$ cat config.mk
export PLATFORM = sky130hd
export DESIGN_NAME = lru_cache_lookup
export DESIGN_NICKNAME = d
export VERILOG_FILES = /design/src/rtl/lruc_pkg.sv /design/src/rtl/lruc_match.sv /design/src/rtl/lruc_store.sv /design/src/rtl/lru_cache_lookup.sv
export SDC_FILE = /design/constraint.sdc
export NUM_CORES = 1
export LEC_CHECK = 0
export BUFFER_PORTS_ARGS = -buffer_cell sky130_fd_sc_hd__buf_4
export CAP_MARGIN = 20
export CORE_ASPECT_RATIO = 0.5
export CORE_MARGIN = 2
export CORE_UTILIZATION = 30
export DETAILED_ROUTE_END_ITERATION = 16
export PLACE_DENSITY = 0.45
export SYNTH_ARGS = -nofsm -noshare
export SYNTH_HDL_FRONTEND = slang
export SYNTH_SLANG_ARGS = --single-unit
$ cat constraint.sdc
create_clock -name clk -period 5.22 [get_ports clk]
set_clock_uncertainty 0.1 [all_clocks]
set_input_delay 0.522 -clock clk [delete_from_list [all_inputs] [get_ports clk]]
set_output_delay 0.522 -clock clk [all_outputs]
set_load 0.005 [all_outputs]
$ cat src/rtl/lruc_pkg.sv
// lruc_pkg: shared constants for the lru cache lookup block
// used by lruc_store, lru_cache_lookup and the testbench; depends on nothing
`default_nettype none

package lruc_pkg;

  // capacity register width and its reset value
  localparam int CAP_WIDTH = 5;
  localparam logic [CAP_WIDTH-1:0] CAP_RESET = 5'd16;

endpackage

`default_nettype wire

$ cat src/rtl/lruc_match.sv
// lruc_match: parallel key compare against every stored entry
// purely combinational; depends on nothing
`default_nettype none

module lruc_match #(
  parameter int ENTRIES   = 16,
  parameter int KEY_WIDTH = 32
) (
  input  wire logic [KEY_WIDTH-1:0] key,
  input  wire logic [KEY_WIDTH-1:0] stored_keys [ENTRIES],
  input  wire logic [ENTRIES-1:0]   entry_valid,
  output logic      [ENTRIES-1:0]   match_vec,
  output logic                      hit
);

  always_comb begin
    for (int i = 0; i < ENTRIES; i++) begin
      match_vec[i] = entry_valid[i] && (stored_keys[i] == key);
    end
    hit = |match_vec;
  end

endmodule

`default_nettype wire

$ cat src/rtl/lruc_store.sv
// lruc_store: key store, valid bits, recency ranks and occupancy with lru update
// depends on lruc_pkg and lruc_match
`default_nettype none

module lruc_store #(
  parameter int ENTRIES   = 16,
  parameter int KEY_WIDTH = 32
) (
  input  wire logic                           clk,
  input  wire logic                           rst,
  input  wire logic                           upd_en,
  input  wire logic [KEY_WIDTH-1:0]           key,
  input  wire logic [lruc_pkg::CAP_WIDTH-1:0] capacity,
  output logic                                hit
);

  localparam int RANK_W = (ENTRIES > 1) ? $clog2(ENTRIES) : 1;
  localparam int OCC_W  = $clog2(ENTRIES + 1);
  localparam int CMP_W  = ((OCC_W > lruc_pkg::CAP_WIDTH) ? OCC_W : lruc_pkg::CAP_WIDTH) + 1;
  localparam logic [CMP_W-1:0] ENTRIES_C = CMP_W'(ENTRIES);

  logic [KEY_WIDTH-1:0] stored_keys [ENTRIES];
  logic [ENTRIES-1:0]   entry_valid;
  logic [RANK_W-1:0]    recency_rank [ENTRIES];
  logic [OCC_W-1:0]     occupancy;

  logic [ENTRIES-1:0]   match_vec;
  logic [ENTRIES-1:0]   free_vec;
  logic [ENTRIES-1:0]   first_free;
  logic [ENTRIES-1:0]   victim_vec;
  logic [ENTRIES-1:0]   target;
  logic [RANK_W-1:0]    hit_rank;
  logic [RANK_W-1:0]    oldest_rank;
  logic [RANK_W-1:0]    thr;
  logic [CMP_W-1:0]     cap_ext;
  logic [CMP_W-1:0]     eff_cap;
  logic                 fill;
  logic                 age_all;

  lruc_match #(
    .ENTRIES  (ENTRIES),
    .KEY_WIDTH(KEY_WIDTH)
  ) u_match (
    .key        (key),
    .stored_keys(stored_keys),
    .entry_valid(entry_valid),
    .match_vec  (match_vec),
    .hit        (hit)
  );

  always_comb begin
    // clamp capacity to 1..ENTRIES
    cap_ext = CMP_W'(capacity);
    if (cap_ext == '0) begin
      eff_cap = CMP_W'(1);
    end else if (cap_ext > ENTRIES_C) begin
      eff_cap = ENTRIES_C;
    end else begin
      eff_cap = cap_ext;
    end
    fill = !hit && (CMP_W'(occupancy) < eff_cap);

    // lowest free slot
    free_vec   = ~entry_valid;
    first_free = free_vec & (~free_vec + ENTRIES'(1));

    // ranks of valid entries are distinct 0..occupancy-1, so the oldest holds occupancy-1
    oldest_rank = RANK_W'(occupancy - OCC_W'(1));
    hit_rank    = '0;
    for (int i = 0; i < ENTRIES; i++) begin
      victim_vec[i] = entry_valid[i] && (recency_rank[i] == oldest_rank);
      if (match_vec[i]) begin
        hit_rank = hit_rank | recency_rank[i];
      end
    end

    if (hit) begin
      target  = match_vec;
      thr     = hit_rank;
      age_all = 1'b0;
    end else if (fill) begin
      target  = first_free;
      thr     = '0;
      age_all = 1'b1;
    end else begin
      target  = victim_vec;
      thr     = oldest_rank;
      age_all = 1'b0;
    end
  end

  always_ff @(posedge clk) begin
    if (rst) begin
      entry_valid <= '0;
      occupancy   <= '0;
      for (int i = 0; i < ENTRIES; i++) begin
        recency_rank[i] <= '0;
      end
    end else if (upd_en) begin
      for (int i = 0; i < ENTRIES; i++) begin
        if (target[i]) begin
          recency_rank[i] <= '0;
          entry_valid[i]  <= 1'b1;
        end else if (entry_valid[i] && (age_all || recency_rank[i] < thr)) begin
          recency_rank[i] <= recency_rank[i] + RANK_W'(1);
        end
      end
      if (fill) begin
        occupancy <= occupancy + OCC_W'(1);
      end
    end
  end

  // key payload, no reset
  always_ff @(posedge clk) begin
    if (upd_en && !hit) begin
      for (int i = 0; i < ENTRIES; i++) begin
        if (target[i]) begin
          stored_keys[i] <= key;
        end
      end
    end
  end

endmodule

`default_nettype wire

$ cat src/rtl/lru_cache_lookup.sv
// lru_cache_lookup: fully associative lru cache of page keys, top level
// depends on lruc_pkg and lruc_store
//
// usage:
//   requests enter on in_valid / in_stall with page_key; a request is taken at a
//   rising edge with in_valid high and in_stall low. each request yields one
//   result on out_valid / out_stall carrying hit (1 = key was cached).
//   a taken request sits in the input register, where all stored keys are
//   compared at once; as it moves on, the lru state is updated and the result
//   lands in the output register, which raises out_valid. throughput is one
//   request per cycle while out_stall does not hold the output. capacity is
//   written through cfg_wr_en / cfg_wr_data; the user must do this only while
//   no request is in flight, the block does not enforce it. values of zero act
//   as one, values above ENTRIES act as ENTRIES. reset empties the store and
//   sets capacity to 16. when out_stall holds the output, the input register
//   keeps its request and in_stall rises while it is full; a request in flight
//   is never dropped.
`default_nettype none

module lru_cache_lookup #(
  parameter int ENTRIES   = 16,
  parameter int KEY_WIDTH = 32
) (
  input  wire logic                           clk,
  input  wire logic                           rst,
  input  wire logic                           cfg_wr_en,
  input  wire logic [lruc_pkg::CAP_WIDTH-1:0] cfg_wr_data,
  input  wire logic                           in_valid,
  output logic                                in_stall,
  input  wire logic signed [KEY_WIDTH-1:0]    page_key,
  output logic                                out_valid,
  input  wire logic                           out_stall,
  output logic                                hit
);

  logic [lruc_pkg::CAP_WIDTH-1:0] capacity;
  logic                           s1_valid;
  logic [KEY_WIDTH-1:0]           s1_key;
  logic                           s1_go;
  logic                           lookup_hit;

  // stage 1 moves on when the output register is empty or being drained
  assign s1_go    = !out_valid || !out_stall;
  assign in_stall = s1_valid && !s1_go;

  always_ff @(posedge clk) begin
    if (rst) begin
      capacity <= lruc_pkg::CAP_RESET;
    end else if (cfg_wr_en) begin
      capacity <= cfg_wr_data;
    end
  end

  always_ff @(posedge clk) begin
    if (rst) begin
      s1_valid  <= 1'b0;
      out_valid <= 1'b0;
    end else begin
      if (!s1_valid || s1_go) begin
        s1_valid <= in_valid;
      end
      if (s1_go) begin
        out_valid <= s1_valid;
      end
    end
  end

  always_ff @(posedge clk) begin
    if (in_valid && (!s1_valid || s1_go)) begin
      s1_key <= KEY_WIDTH'(unsigned'(page_key));
    end
    if (s1_go && s1_valid) begin
      hit <= lookup_hit;
    end
  end

  lruc_store #(
    .ENTRIES  (ENTRIES),
    .KEY_WIDTH(KEY_WIDTH)
  ) u_store (
    .clk     (clk),
    .rst     (rst),
    .upd_en  (s1_valid && s1_go),
    .key     (s1_key),
    .capacity(capacity),
    .hit     (lookup_hit)
  );

endmodule

`default_nettype wire

* After elaboration in Yosys (flattened, before gate mapping) *
Memory sizes are Yosys's and may differ from the RTL's.
Index checks and enable logic that the tools add are counted.
Widths: inputs -> output; s select.

storage, ports and cells
  register bits after elaboration = 573
  memory bits (writable) = 64
  input port bits = 42
  output and inout port bits = 3
  logic and storage cells = 471
  memories kept = 1

memories
  memory                words  width  read ports  clocked after Yosys merged registers in  write ports  line              text
  u_store.recency_rank  16     4      16          0                                        16           lruc_store.sv:24  logic [RANK_W-1:0] recency_rank [ENTRIES];

cells by class
  add/sub/neg operators = 19
  magnitude comparators = 18
  equal/unequal tests = 32
  mux-type cells = 202
  bitwise logic cells = 50
  reduce and logical (&&, ||, !) cells = 111

operators with widths
  operator               count
  $eq 32x32->1           16
  $mux 4                 50
  $mux 1                 148
  $reduce_and 2->1       33
  $add 4x1->4 const B    16
  $eq 4x4->1             16
  $lt 4x4->1             16
  $or 4x4->4             15
  $logic_and 1x1->1      53
  $mux 16                2
  $not 16->16            2
  $or 1x1->1             32
  $logic_or 1x1->1       18
  $add 16x1->16 const B  1
  $and 16x16->16         1
  $reduce_or 16->1       1
  $mux 5                 2
  $add 5x1->5 const B    1
  $gt 5x5->1 const B     1
  $logic_not 1->1        5
  $logic_not 5->1        1
  $lt 5x5->1             1
  $sub 4x1->4 const B    1

* Depth between registers and ports, before layout *
  word-level depth = 43
  depth in mapped cells = 19
  gate-level depth less buffers = 16

* Cells and area by module *
A second synthesis with hierarchy kept.

second synthesis, totals
  cells, all modules = 2118
  area total of the unflattened synthesis = 30240.3 µm²

by module, submodules not included
  module            times used  cells an instance  area an instance (µm²)  seq. area each (µm²)
  lruc_store        1           1284               22512.8                 17717.0
  lruc_match        1           775                6477.5                  0.0
  lru_cache_lookup  1           59                 1249.9                  1131.1

* Least setup slack after synthesis *
OpenSTA, ideal clock, no wires.

  path type = register to register
  start point = reg s1_key[19]
  end point = mem u_store.recency_rank[0][36] in the netlist's numbering (enable)
  library setup time = 312 ps
  arrival time = 4400 ps
  data required time = 4808 ps
  setup slack = 407 ps
  cell stages (with the launch flop) = 18
  buffers on the path = 3
  clock period less this slack = 4813 ps
  cells stage by stage = edfxtp_1 -> buf_4 -> buf_4 -> xnor2_1 -> nand4_1 -> nor4_1 -> nand4_1 -> nand4b_1 -> nor4_2 -> clkbuf_1 -> nand2_1 -> nor2_1 -> nor2_1 -> ha_1 -> a2111oi_0 -> a211oi_1 -> or3_1 -> nand3_1

RTL lines
  what                      line                    text
  start: declaration        lru_cache_lookup.sv:38  logic [KEY_WIDTH-1:0] s1_key;
  start signal: assignment  lru_cache_lookup.sv:70  s1_key <= KEY_WIDTH'(unsigned'(page_key));
  end: declaration          lruc_store.sv:24

==> run summary <==
outcome: finished clean
GPL Wtd Cong: 0.911
WL final: 92800 um
hold path start: out_stall
clock latency on the worst-skew pair: 0.64 ns
Worst setup EP type: flip-flop
synthesis-to-finish area growth: 17.7%
I/O pin count: 45
post-synthesis simple-gate area fraction: 10.2%
WP data required: 5.61 ns
Worst R2R Start: s1_key[12]
clock sink count: 637
Synth cell types: 67
htree depth: 3
worst reg2reg endpoint: u_store.recency_rank[0][7]
CTS tree: yes
asr flop ratio synth: 0%
TNS Setup: 0 ns
die height: 229 um
Initial Utilization: 30.3%
main combinational cell family by area after synthesis: XOR/XNOR gates
Post-Synth Adder-Cell Area: 2.89%
fin crit period: 4.88 ns
WS Path Type: flip-flop to flip-flop
antenna violations before repair: 4
die span in x: 454 um
Post-Synth XOR/XNOR Area: 17.1%
register area share after synthesis: 62.1%
Setup violations, final: 0
Mapped Area: 30300 sq um
clock transition time at the flip-flop clock pins of the worst setup and hold paths: 0.06 ns
Max clock buf depth: 3
RSZ-0062 raised after global routing: no
# DRC: 0
mux cell area share after synthesis: 0.198%
Final Cycle Share: 93.4%
Final Instance Area: 35700 sq um
GRT Util Overall: 17.9%
worst vdd ir: 0.000201 V
Placeable Area: 100000 sq um
vias in the first global route: 18600
vias per cell: 4.92
die area: 104000 sq um
CP arrival: 5.26 ns
fin nets: 2534
Slew @ Worst Pin: 1.08 ns
largest net degree at the start of global routing: 35
Worst R2R Path Depth: 17
Top FF cell, synth: edfxtp_1
Wirelength per Cell: 24.3 um
Synth warnings: 0
dominant cell type by area after synthesis: edfxtp_1
EDFF count, synth: 609
dpl hpwl: 60600 um
P_leak: 11.4 nW
synthesized area per cell: 13.7 sq um
worst-path maximum fanout: 18
Pwr Density: 323 nW/um^2
most common cell after layout, fill and taps aside: edfxtp_1
fraction of layout instances using a drive strength above 1: 12.8%
Inserted Diodes: 0
syn nets: 2332
final slew viol count: 0
first-pass GRT wire length: 134000 um
starting DRC count in detailed routing: 1627
1st-pass router iterations: 8
clock root cell: clkbuf_16
number of CTS-inserted buffers: 68
antenna-violating nets left: 0
hold crit path type: input pin to flip-flop
maxcap violations: 0
Mapped Cells: 2220
Util after Layout: 35.6%
Buffers on Ports: 44
share of the synthesized area in the top cell type: 60.3%
fmax: 0.205 GHz
placed cell areas: 33200 sq um
CP Launch Type: flip-flop
Area contributors post-synth: edfxtp_1 (60%), xnor2_1 (15%), nand4_1 (3.2%), ha_1 (2.9%), xor2_1 (2.2%)
grt ovf: 0
worst reg2reg setup slack: 0.34 ns
Worst Hold End: out_valid
final count of hold timing violations: 0
Slew headroom: 27.2%
most frequent cells in the layout: edfxtp_1 (609), xnor2_1 (516), buf_4 (157)
WHS Path Cells: 3
Synth Area in Compound Gates: 4.64%
Yosys reg bits: 637
# fillers: 9671
num rows: 82
via count: 18800
## cell families (layout without fill, tap and decap cells)
family                   Yosys count  count (layout)
XOR/XNOR                         594             594
AND/OR/NAND/NOR                  566             566
multiplexers                       6               6
flip-flops                       637             637
AO/OA/AOI/OAI                    197             197
adder cells (fa/ha/maj)           70              70
buffers and inverters            150             404
## flip-flops by register name, summed over array words and instances (netlist names)
signal and cells:
s1_key 32, u_store.occupancy 5, u_store.entry_valid 16, capacity 5
hit 1, u_store.stored_keys 512, s1_valid 1, u_store.recency_rank 64
out_valid 1
## critical path, stage by stage (launching register included)
cell and delay, ns:
edfxtp_1 0.47, buf_12 0.20, xnor2_1 0.16, nand4_1 0.12, nor4_1 0.49, and4_1 0.64, nand4b_1 0.25, nor4_4 0.07
nand2_1 0.09, nor2_1 0.04, nor2_1 0.28, buf_4 0.20, buf_4 0.14, ha_1 0.24, a2111oi_0 0.40, a211oi_1 0.15
or4_1 0.50, nor2_1 0.13
## worst max path at each step
stage,endpoint,start,slack [ns]
3_3_place_gp,u_store.recency_rank[0][37],s1_key[10],0.29
3_5_place_dp,u_store.recency_rank[0][5],s1_key[10],0.23
2_1_floorplan,u_store.recency_rank[0][36],s1_key[19],0.41
5_1_grt,u_store.recency_rank[0][39],s1_key[23],0.03
6_report,u_store.recency_rank[0][7],s1_key[12],0.34
4_1_cts,u_store.recency_rank[0][5],s1_key[10],0.19
## cell usage after synthesis (all sizes together) (11+ instances only)
| cell | instances |
|---|---|
| nand3 | 61 |
| and3 | 12 |
| o21ai | 37 |
| xnor2 | 517 |
| dfxtp | 28 |
| nor2 | 143 |
| nand4 | 154 |
| nand2 | 30 |
| buf | 72 |
| o2111ai | 11 |
| clkbuf | 18 |
| xor2 | 77 |
| nor3 | 40 |
| a22o | 11 |
| nor4 | 38 |
| nor2b | 13 |
| ha | 70 |
| edfxtp | 609 |
| a221oi | 19 |
| a2111oi | 11 |
| a21oi | 41 |
| nand2b | 30 |
| inv | 58 |
## per-stage QoR
stage,cells,power (mW),hold WS (ns),worst slack (ns)
CTS,3816,11.7,0.00240,0.187
detailed placement,3657,6.85,0.384,0.232
finish,3818,11.5,0.0399,0.345
global route,3818,12.0,0.0137,0.0328
floorplan,2220,6.44,0.350,0.407
global placement,3657,6.85,0.366,0.291
## layer usage
layer | track usage (%) | routed length [um] | up-vias | share of wire (%)
li1 | - | - | 8629 | -
met1 | 26.3 | 45200 | 9545 | 49
met2 | 26.7 | 40300 | 463 | 43
met3 | 3.75 | 5270 | 131 | 5.7
met4 | 4.23 | 2020 | 2 | 2.2
met5 | 0 | 13 | - | 0.014
## area by class of cell
| type | count | area [sq um] | area share (%) |
|---|---|---|---|
| well taps | 1344 | 1680 | 4.71 |
| flip-flops and latches | 637 | 18800 | 52.8 |
| inverters | 60 | 225 | 0.630 |
| repair buffers | 222 | 2090 | 5.86 |
| clock buffers | 90 | 1790 | 5.02 |
| multi-input cells | 1433 | 10800 | 30.1 |
| clock inverters | 32 | 323 | 0.904 |
## where the power goes
group	switching (mW)	internal (mW)	total, mW	leakage [nW]
Sequential	0.0860	5.67	5.75	5.80
Clock	2.09	2.69	4.78	1.02
Combinational	0.601	0.406	1.01	4.57
Total	2.77	8.76	11.5	11.4
## repair_timing
| action | in CTS | in global routing |
|---|---|---|
| gates resized for setup | 0 | 3 |
| hold endpoints to repair | 37 | 0 |
| endpoints found under the setup margin | 0 | 35 |
| hold buffers | 37 | 0 |
| setup buffers | 0 | 0 |
Power figures use the tool's default switching activity.
